File: src/vefc_pkg.sv
`default_nettype none
package vefc_pkg;

    localparam longint unsigned VEFC_MAX_FRAME_BYTES = 64'd16777216;
    localparam int unsigned HDR_LEN      = 80;
    localparam int unsigned HDR_CRC_SPAN = 72;
    localparam int unsigned MIN_FRAME    = 84;
    localparam logic [31:0] CRC_POLY     = 32'h82F63B78;
    localparam int unsigned POS_W        = 25;

    // status codes of a verdict
    localparam logic [2:0] ST_OK       = 3'd0;
    localparam logic [2:0] ST_HDR_BAD  = 3'd1;
    localparam logic [2:0] ST_VERSION  = 3'd2;
    localparam logic [2:0] ST_BATCH    = 3'd3;
    localparam logic [2:0] ST_CHECKSUM = 3'd4;
    localparam logic [2:0] ST_IDENTITY = 3'd5;
    localparam logic [2:0] ST_EMPTY    = 3'd6;
    localparam logic [2:0] ST_LIMITS   = 3'd7;

    // register indexes
    localparam logic [1:0] REG_MAX_FRAME = 2'd0;
    localparam logic [1:0] REG_MAX_BATCH = 2'd1;
    localparam logic [1:0] REG_MAJOR     = 2'd2;
    localparam logic [1:0] REG_MINOR     = 2'd3;

    localparam logic [63:0] MAGIC = 64'h3143455658444843; // "CHDXVEC1", first byte low

    typedef struct packed {
        logic        magic_ok;
        logic [15:0] major;
        logic [15:0] minor;
        logic [31:0] hlen;
        logic [63:0] flen;
        logic [63:0] id0;
        logic [63:0] id1;
        logic [63:0] id2;
        logic [63:0] id3;
        logic [63:0] seq;
        logic [31:0] flags;
        logic [31:0] batch;
        logic [31:0] hcrc;
        logic [31:0] resv;
        logic [31:0] hcrc_acc;
        logic [31:0] fcrc_acc;
        logic [31:0] last4;
    } vefc_fields_t;

    typedef struct packed {
        logic hdr_en;
        logic hcrc_en;
        logic fcrc_en;
        logic trail_en;
        logic clear;
    } vefc_cap_ctl_t;

    typedef struct packed {
        logic [24:0] max_frame;
        logic [24:0] max_batch;
        logic [15:0] major;
        logic [15:0] minor;
    } vefc_cfg_t;

    function automatic logic [31:0] crc_byte(input logic [31:0] acc, input logic [7:0] b);
        logic [31:0] a;
        a = acc ^ {24'd0, b};
        for (int k = 0; k < 8; k++)
        begin
            a = a[0] ? ((a >> 1) ^ CRC_POLY) : (a >> 1);
        end
        return a;
    endfunction

    function automatic vefc_fields_t fields_init();
        vefc_fields_t f;
        f = '0;
        f.magic_ok = 1'b1;
        f.hcrc_acc = 32'hFFFFFFFF;
        f.fcrc_acc = 32'hFFFFFFFF;
        return f;
    endfunction

endpackage
`default_nettype wire

File: src/vefc_capture.sv
`default_nettype none
module vefc_capture
    import vefc_pkg::*;
(
    input  wire logic          clk,
    input  wire logic          rst_n,
    input  vefc_cap_ctl_t      ctl,
    input  wire logic [6:0]    pos,
    input  wire logic [7:0]    dbyte,
    output vefc_fields_t       fields,
    output vefc_fields_t       fields_nxt
);
    vefc_fields_t fields_reg;
    vefc_fields_t fields_next;
    logic [6:0]   id_off;

    assign fields     = fields_reg;
    assign fields_nxt = fields_next;
    assign id_off     = pos - 7'd24;

    always_comb
    begin
        fields_next = fields_reg;
        if (ctl.hdr_en)
        begin
            if (pos < 7'd8)
            begin
                if (dbyte != MAGIC[8*pos[2:0] +: 8])
                begin
                    fields_next.magic_ok = 1'b0;
                end
            end
            else if (pos < 7'd10)
                fields_next.major[8*pos[0] +: 8] = dbyte;
            else if (pos < 7'd12)
                fields_next.minor[8*pos[0] +: 8] = dbyte;
            else if (pos < 7'd16)
                fields_next.hlen[8*pos[1:0] +: 8] = dbyte;
            else if (pos < 7'd24)
                fields_next.flen[8*pos[2:0] +: 8] = dbyte;
            else if (pos < 7'd56)
            begin
                case (id_off[4:3])
                    2'd0:    fields_next.id0 = {fields_reg.id0[55:0], dbyte};
                    2'd1:    fields_next.id1 = {fields_reg.id1[55:0], dbyte};
                    2'd2:    fields_next.id2 = {fields_reg.id2[55:0], dbyte};
                    default: fields_next.id3 = {fields_reg.id3[55:0], dbyte};
                endcase
            end
            else if (pos < 7'd64)
                fields_next.seq[8*pos[2:0] +: 8] = dbyte;
            else if (pos < 7'd68)
                fields_next.flags[8*pos[1:0] +: 8] = dbyte;
            else if (pos < 7'd72)
                fields_next.batch[8*pos[1:0] +: 8] = dbyte;
            else if (pos < 7'd76)
                fields_next.hcrc[8*pos[1:0] +: 8] = dbyte;
            else
                fields_next.resv[8*pos[1:0] +: 8] = dbyte;
        end
        if (ctl.hcrc_en)
            fields_next.hcrc_acc = crc_byte(fields_reg.hcrc_acc, dbyte);
        if (ctl.fcrc_en)
            fields_next.fcrc_acc = crc_byte(fields_reg.fcrc_acc, dbyte);
        if (ctl.trail_en)
            fields_next.last4 = {dbyte, fields_reg.last4[31:8]};
    end

    always_ff @(posedge clk or negedge rst_n)
    begin
        if (!rst_n)
            fields_reg <= fields_init();
        else if (ctl.clear)
            fields_reg <= fields_init();
        else
            fields_reg <= fields_next;
    end
endmodule
`default_nettype wire

File: config.mk
export PLATFORM = sky130hd
export DESIGN_NAME = vefc_capture
export DESIGN_NICKNAME = d
export VERILOG_FILES = /design/src/vefc_pkg.sv /design/src/vefc_capture.sv
export SDC_FILE = /design/constraint.sdc
export NUM_CORES = 1
export LEC_CHECK = 0
export BUFFER_PORTS_ARGS = -buffer_cell sky130_fd_sc_hd__clkbuf_2
export CAP_MARGIN = 20
export CORE_AREA = 2 2 527 529
export DETAILED_ROUTE_END_ITERATION = 8
export DIE_AREA = 0 0 529 531
export GPL_ROUTABILITY_DRIVEN = 0
export PLACE_DENSITY = 0.3
export REMOVE_ABC_BUFFERS = 1
export SYNTH_ARGS = -nofsm -noshare
export SYNTH_HDL_FRONTEND = slang
export SYNTH_SLANG_ARGS = --single-unit
export TNS_END_PERCENT = 50
File: constraint.sdc
create_clock -name clk -period 2.5 [get_ports clk]
set_input_delay 0.125 -clock clk [delete_from_list [all_inputs] [get_ports clk]]
set_output_delay 0.125 -clock clk [all_outputs]
set_load 0.005 [all_outputs]
==> key figures <==
Final layout
  – Post-route cell area: 52500 sq um
  – Final core occ: 19.1%
  – Nets: 4679
  – Layout cell share with drive strength beyond 1: 55.0%
  – Number of fill cells: 30700
  – Max FFs per register: 673
  – P&R area growth vs syn: 60.0%

Floorplan
  – Row count: 193
  – Die ar.: 281000 sq um
  – Core area: 275000 sq um
  – Die width: 529 um
  – # IOs: 1368
  – Initial Util: 11.9%
  – Die height: 531 um

Logic synthesis
  – FF+latch count, synth: 673
  – Ys Warns: 0
  – Mapped Avg Cell Area: 11.0 sq um
  – Largest area contributor in the netlist: dfrtp_1
  – Post-synth ARST share: 100%
  – Area contributors post-synth: dfrtp_1 46%, mux2_2 15%, and2_1 9.7%
  – EDFF count, synth: 0
  – Synthesized area: 32800 sq um
  – Yosys cell types: 60
  – Post-synthesis simple-gate area fraction: 19.2%
  – Adder-cell area share of the yosys netlist: 0.191%
  – Cells after synthesis: 2979
  – Seq/Total Area, Yosys: 51.6%
  – Largest family of logic cells by synthesized area: simple AND/OR/NAND/NOR gates
  – Compound-Gate Fraction of Synth Area: 5.06%
  – Post-synth top area share: 46.4%
  – Mux share of post-synthesis cell area: 15.0%
  – Post-Synth XOR/XNOR Area: 6.16%
  – Ys flop type: dfrtp_1

Worst setup path
  – CP endpoint kind: flip-flop
  – Crit Path Class: reg2reg
  – Worst-path fanout max: 5
  – Reg2Reg Launch Point: fields[33]
  – Critical path startpoint category: flip-flop
  – CP Launch Point: fields[33]
  – Worst Path Arrival: 3780 ps
  – CP Data Required Time: 3230 ps

Placement
  – Placed wire-length estimate: 200000 um
  – Pre-CTS setup slack: -393 ps
  – Buffers added on ports: 1367
  – Placed cell areas: 46600 sq um

Detailed routing
  – DR iter-0 viols: 1459
  – Total wire length: 247000 um
  – Post-DRT Antenna Nets: 0
  – Routed WL per cell: 29.5 um
  – DRC viols: 0
  – Vias/cell: 3.62
  – DR vias: 30200
  – Pre-antenna DRT Iters: 5

Clock tree
  – H-tree depth: 3
  – Root buffer cell: clkbuf_16
  – # clock sinks: 673
  – Clock transition at the registers of the reported paths: 60 ps
  – Clock Latency Late Sink: 820 ps
  – CTS tree: done
  – Total clock buffers created by CTS: 103
  – Clock Path Buffers: 4

Hold path
  – Worst Hold Launch: dbyte[3]
  – Hold Path Class: in2reg

Timing
  – Period minus WS final: 3050 ps
  – Clock skew: 24.5 ps
  – Setup ws final: -549 ps
  – Final worst path period share: 122%
  – Final max-slew violation count: 0
  – Achievable Freq: 0.328 GHz
  – Final setup fails: 61
  – Final hold viol count: 0
  – Final hold slack: 70.6 ps
  – Worst-Margin Slew: 806 ps
  – Worst rel slew slack: 46.3%
  – Unrepaired setup endpoints after global routing: true

GRT
  – First-pass GRT wire length: 318000 um
  – Initial antenna violation count: 23
  – Gr usage total: 16.9%
  – Number of global-route vias before repair: 31100
  – Largest net degree at the start of global routing: 117
  – Gr ovfl total: 0

Power and ir drop
  – Pwr dens: 900 nW/um^2
  – Leakage: 27.0 nW
  – Pwr Total: 47.2 mW
  – VDD IR max: 1.22 mV

Outcome
  – Violations in the final reports: negative setup slack
  – Status: finished, violations left

Run
  – Max Cap Viol: 0
==> path summary, 6_finish.rpt <==
check	slack [ps]	endpoint	depth (start not counted)
min	70	fields[283]	4
min reg2reg	540	fields[242]	2
min in group asynchronous	170	fields[468]	3
max reg2reg	-550	fields[32]	15
max in group asynchronous	1630	fields[485]	4
max	-550	fields[32]	15
==> what timing repair did <==
item	4_1_cts	5_1_grt
pin swaps	73	48
endpoints found under the setup margin	228	126
gates resized for setup	222	122
hold buffers	15	0
buffers inserted	85	29
endpoints found under the hold margin	586	0
==> cells in the final DEF, fill, tap and decap left out, drive strengths merged, types with 15 or more instances in the layout <==
master / instances
a211o: 15
a21o: 18
a21oi: 134
and2: 510
buf: 441
clkbuf: 1474
dfrtp: 608
dfstp: 65
inv: 27
mux2: 431
nand2: 368
nand2b: 47
nand3: 98
nor2: 52
nor2b: 22
o21ai: 94
or2: 25
or3: 19
xnor2: 103
xnor3: 32
==> per-stage QoR <==
stage / TNS (ps) / cells
final: -21740 / 8349
after global routing: -30330 / 8344
after CTS: -27990 / 8323
after detailed placement: -30370 / 8039
after global placement: -26700 / 8039
after floorplan: -394180 / 2773
==> power breakdown <==
| group | switching, mW | internal, mW | leakage [nW] |
|---|---|---|---|
| clock | 6.10 | 9.12 | 1.66 |
| sequential | 0.615 | 11.6 | 9.17 |
| combinational | 8.73 | 11.0 | 16.2 |
==> kinds of logic (layout without fill, tap and decap cells) <==
family                     Yosys count  after routing
muxes                              437            437
xor gates and xnor gates           152            152
DFF                                673            673
adders and majority gates            5              5
buffers and inverters              232           1985
and+or+nand+nor                   1188           1188
AOI/OAI and AO/OA                  292            292
other                                0             10
==> worst max-delay path, cell delays in order, from the launching register on <==
cell	delay, ps
dfstp_2	400
xnor2_2	520
xnor2_4	160
xnor3_1	430
nand2_1	100
buf_4	170
buf_4	120
buf_4	120
buf_4	120
buf_4	120
buf_4	120
buf_4	120
buf_4	110
buf_4	120
buf_4	120
a21oi_2	120
==> synthesized netlist by cell type (4+ instances only) <==
cell       instances
o21ai_1           11
nor2b_1           22
buf_2             38
and2_1           510
nand2_1          368
nor3_2             4
nand3_1           98
xnor3_1           30
and3_1             7
nand2b_1          46
o2111ai_1          6
or2_2             23
nor3_1             8
dfstp_2           65
mux2i_1            6
xnor2_2           12
nor2_1            50
inv_1             24
ha_1               5
or4_1              6
xnor2_4            6
clkbuf_1         160
o211ai_1          14
mux2_2           429
o22a_1             6
a211o_1           15
buf_1              8
a21oi_1          134
a21o_1            18
xnor2_1           85
xor2_1            14
or3_1             19
nand4_1            9
dfrtp_1          608
o21ai_0           83
==> layout make-up <==
class	count	area, sq um	area share [%]
Clock buffer	155	3010	5.74
Timing Repair Buffer	1774	11300	21.6
Sequential cell	673	16900	32.2
Multi-Input combinational cell	2074	16200	30.8
Clock inverter	30	427	0.813
Inverter	26	108	0.205
Tap cell	3607	4510	8.60
Antenna cell	10	25.0	0.0477
==> routing by layer <==
metal / up-vias / track usage, % / part of all wire, %
li1: 13400 / - / -
met1: 15400 / 20.1 / 40
met2: 1177 / 28.3 / 48
met3: 185 / 7.32 / 10
met4: 6 / 3.02 / 1.7
met5: - / 0 / 0.016
No activity file was read; power rests on OpenSTA's default activity.
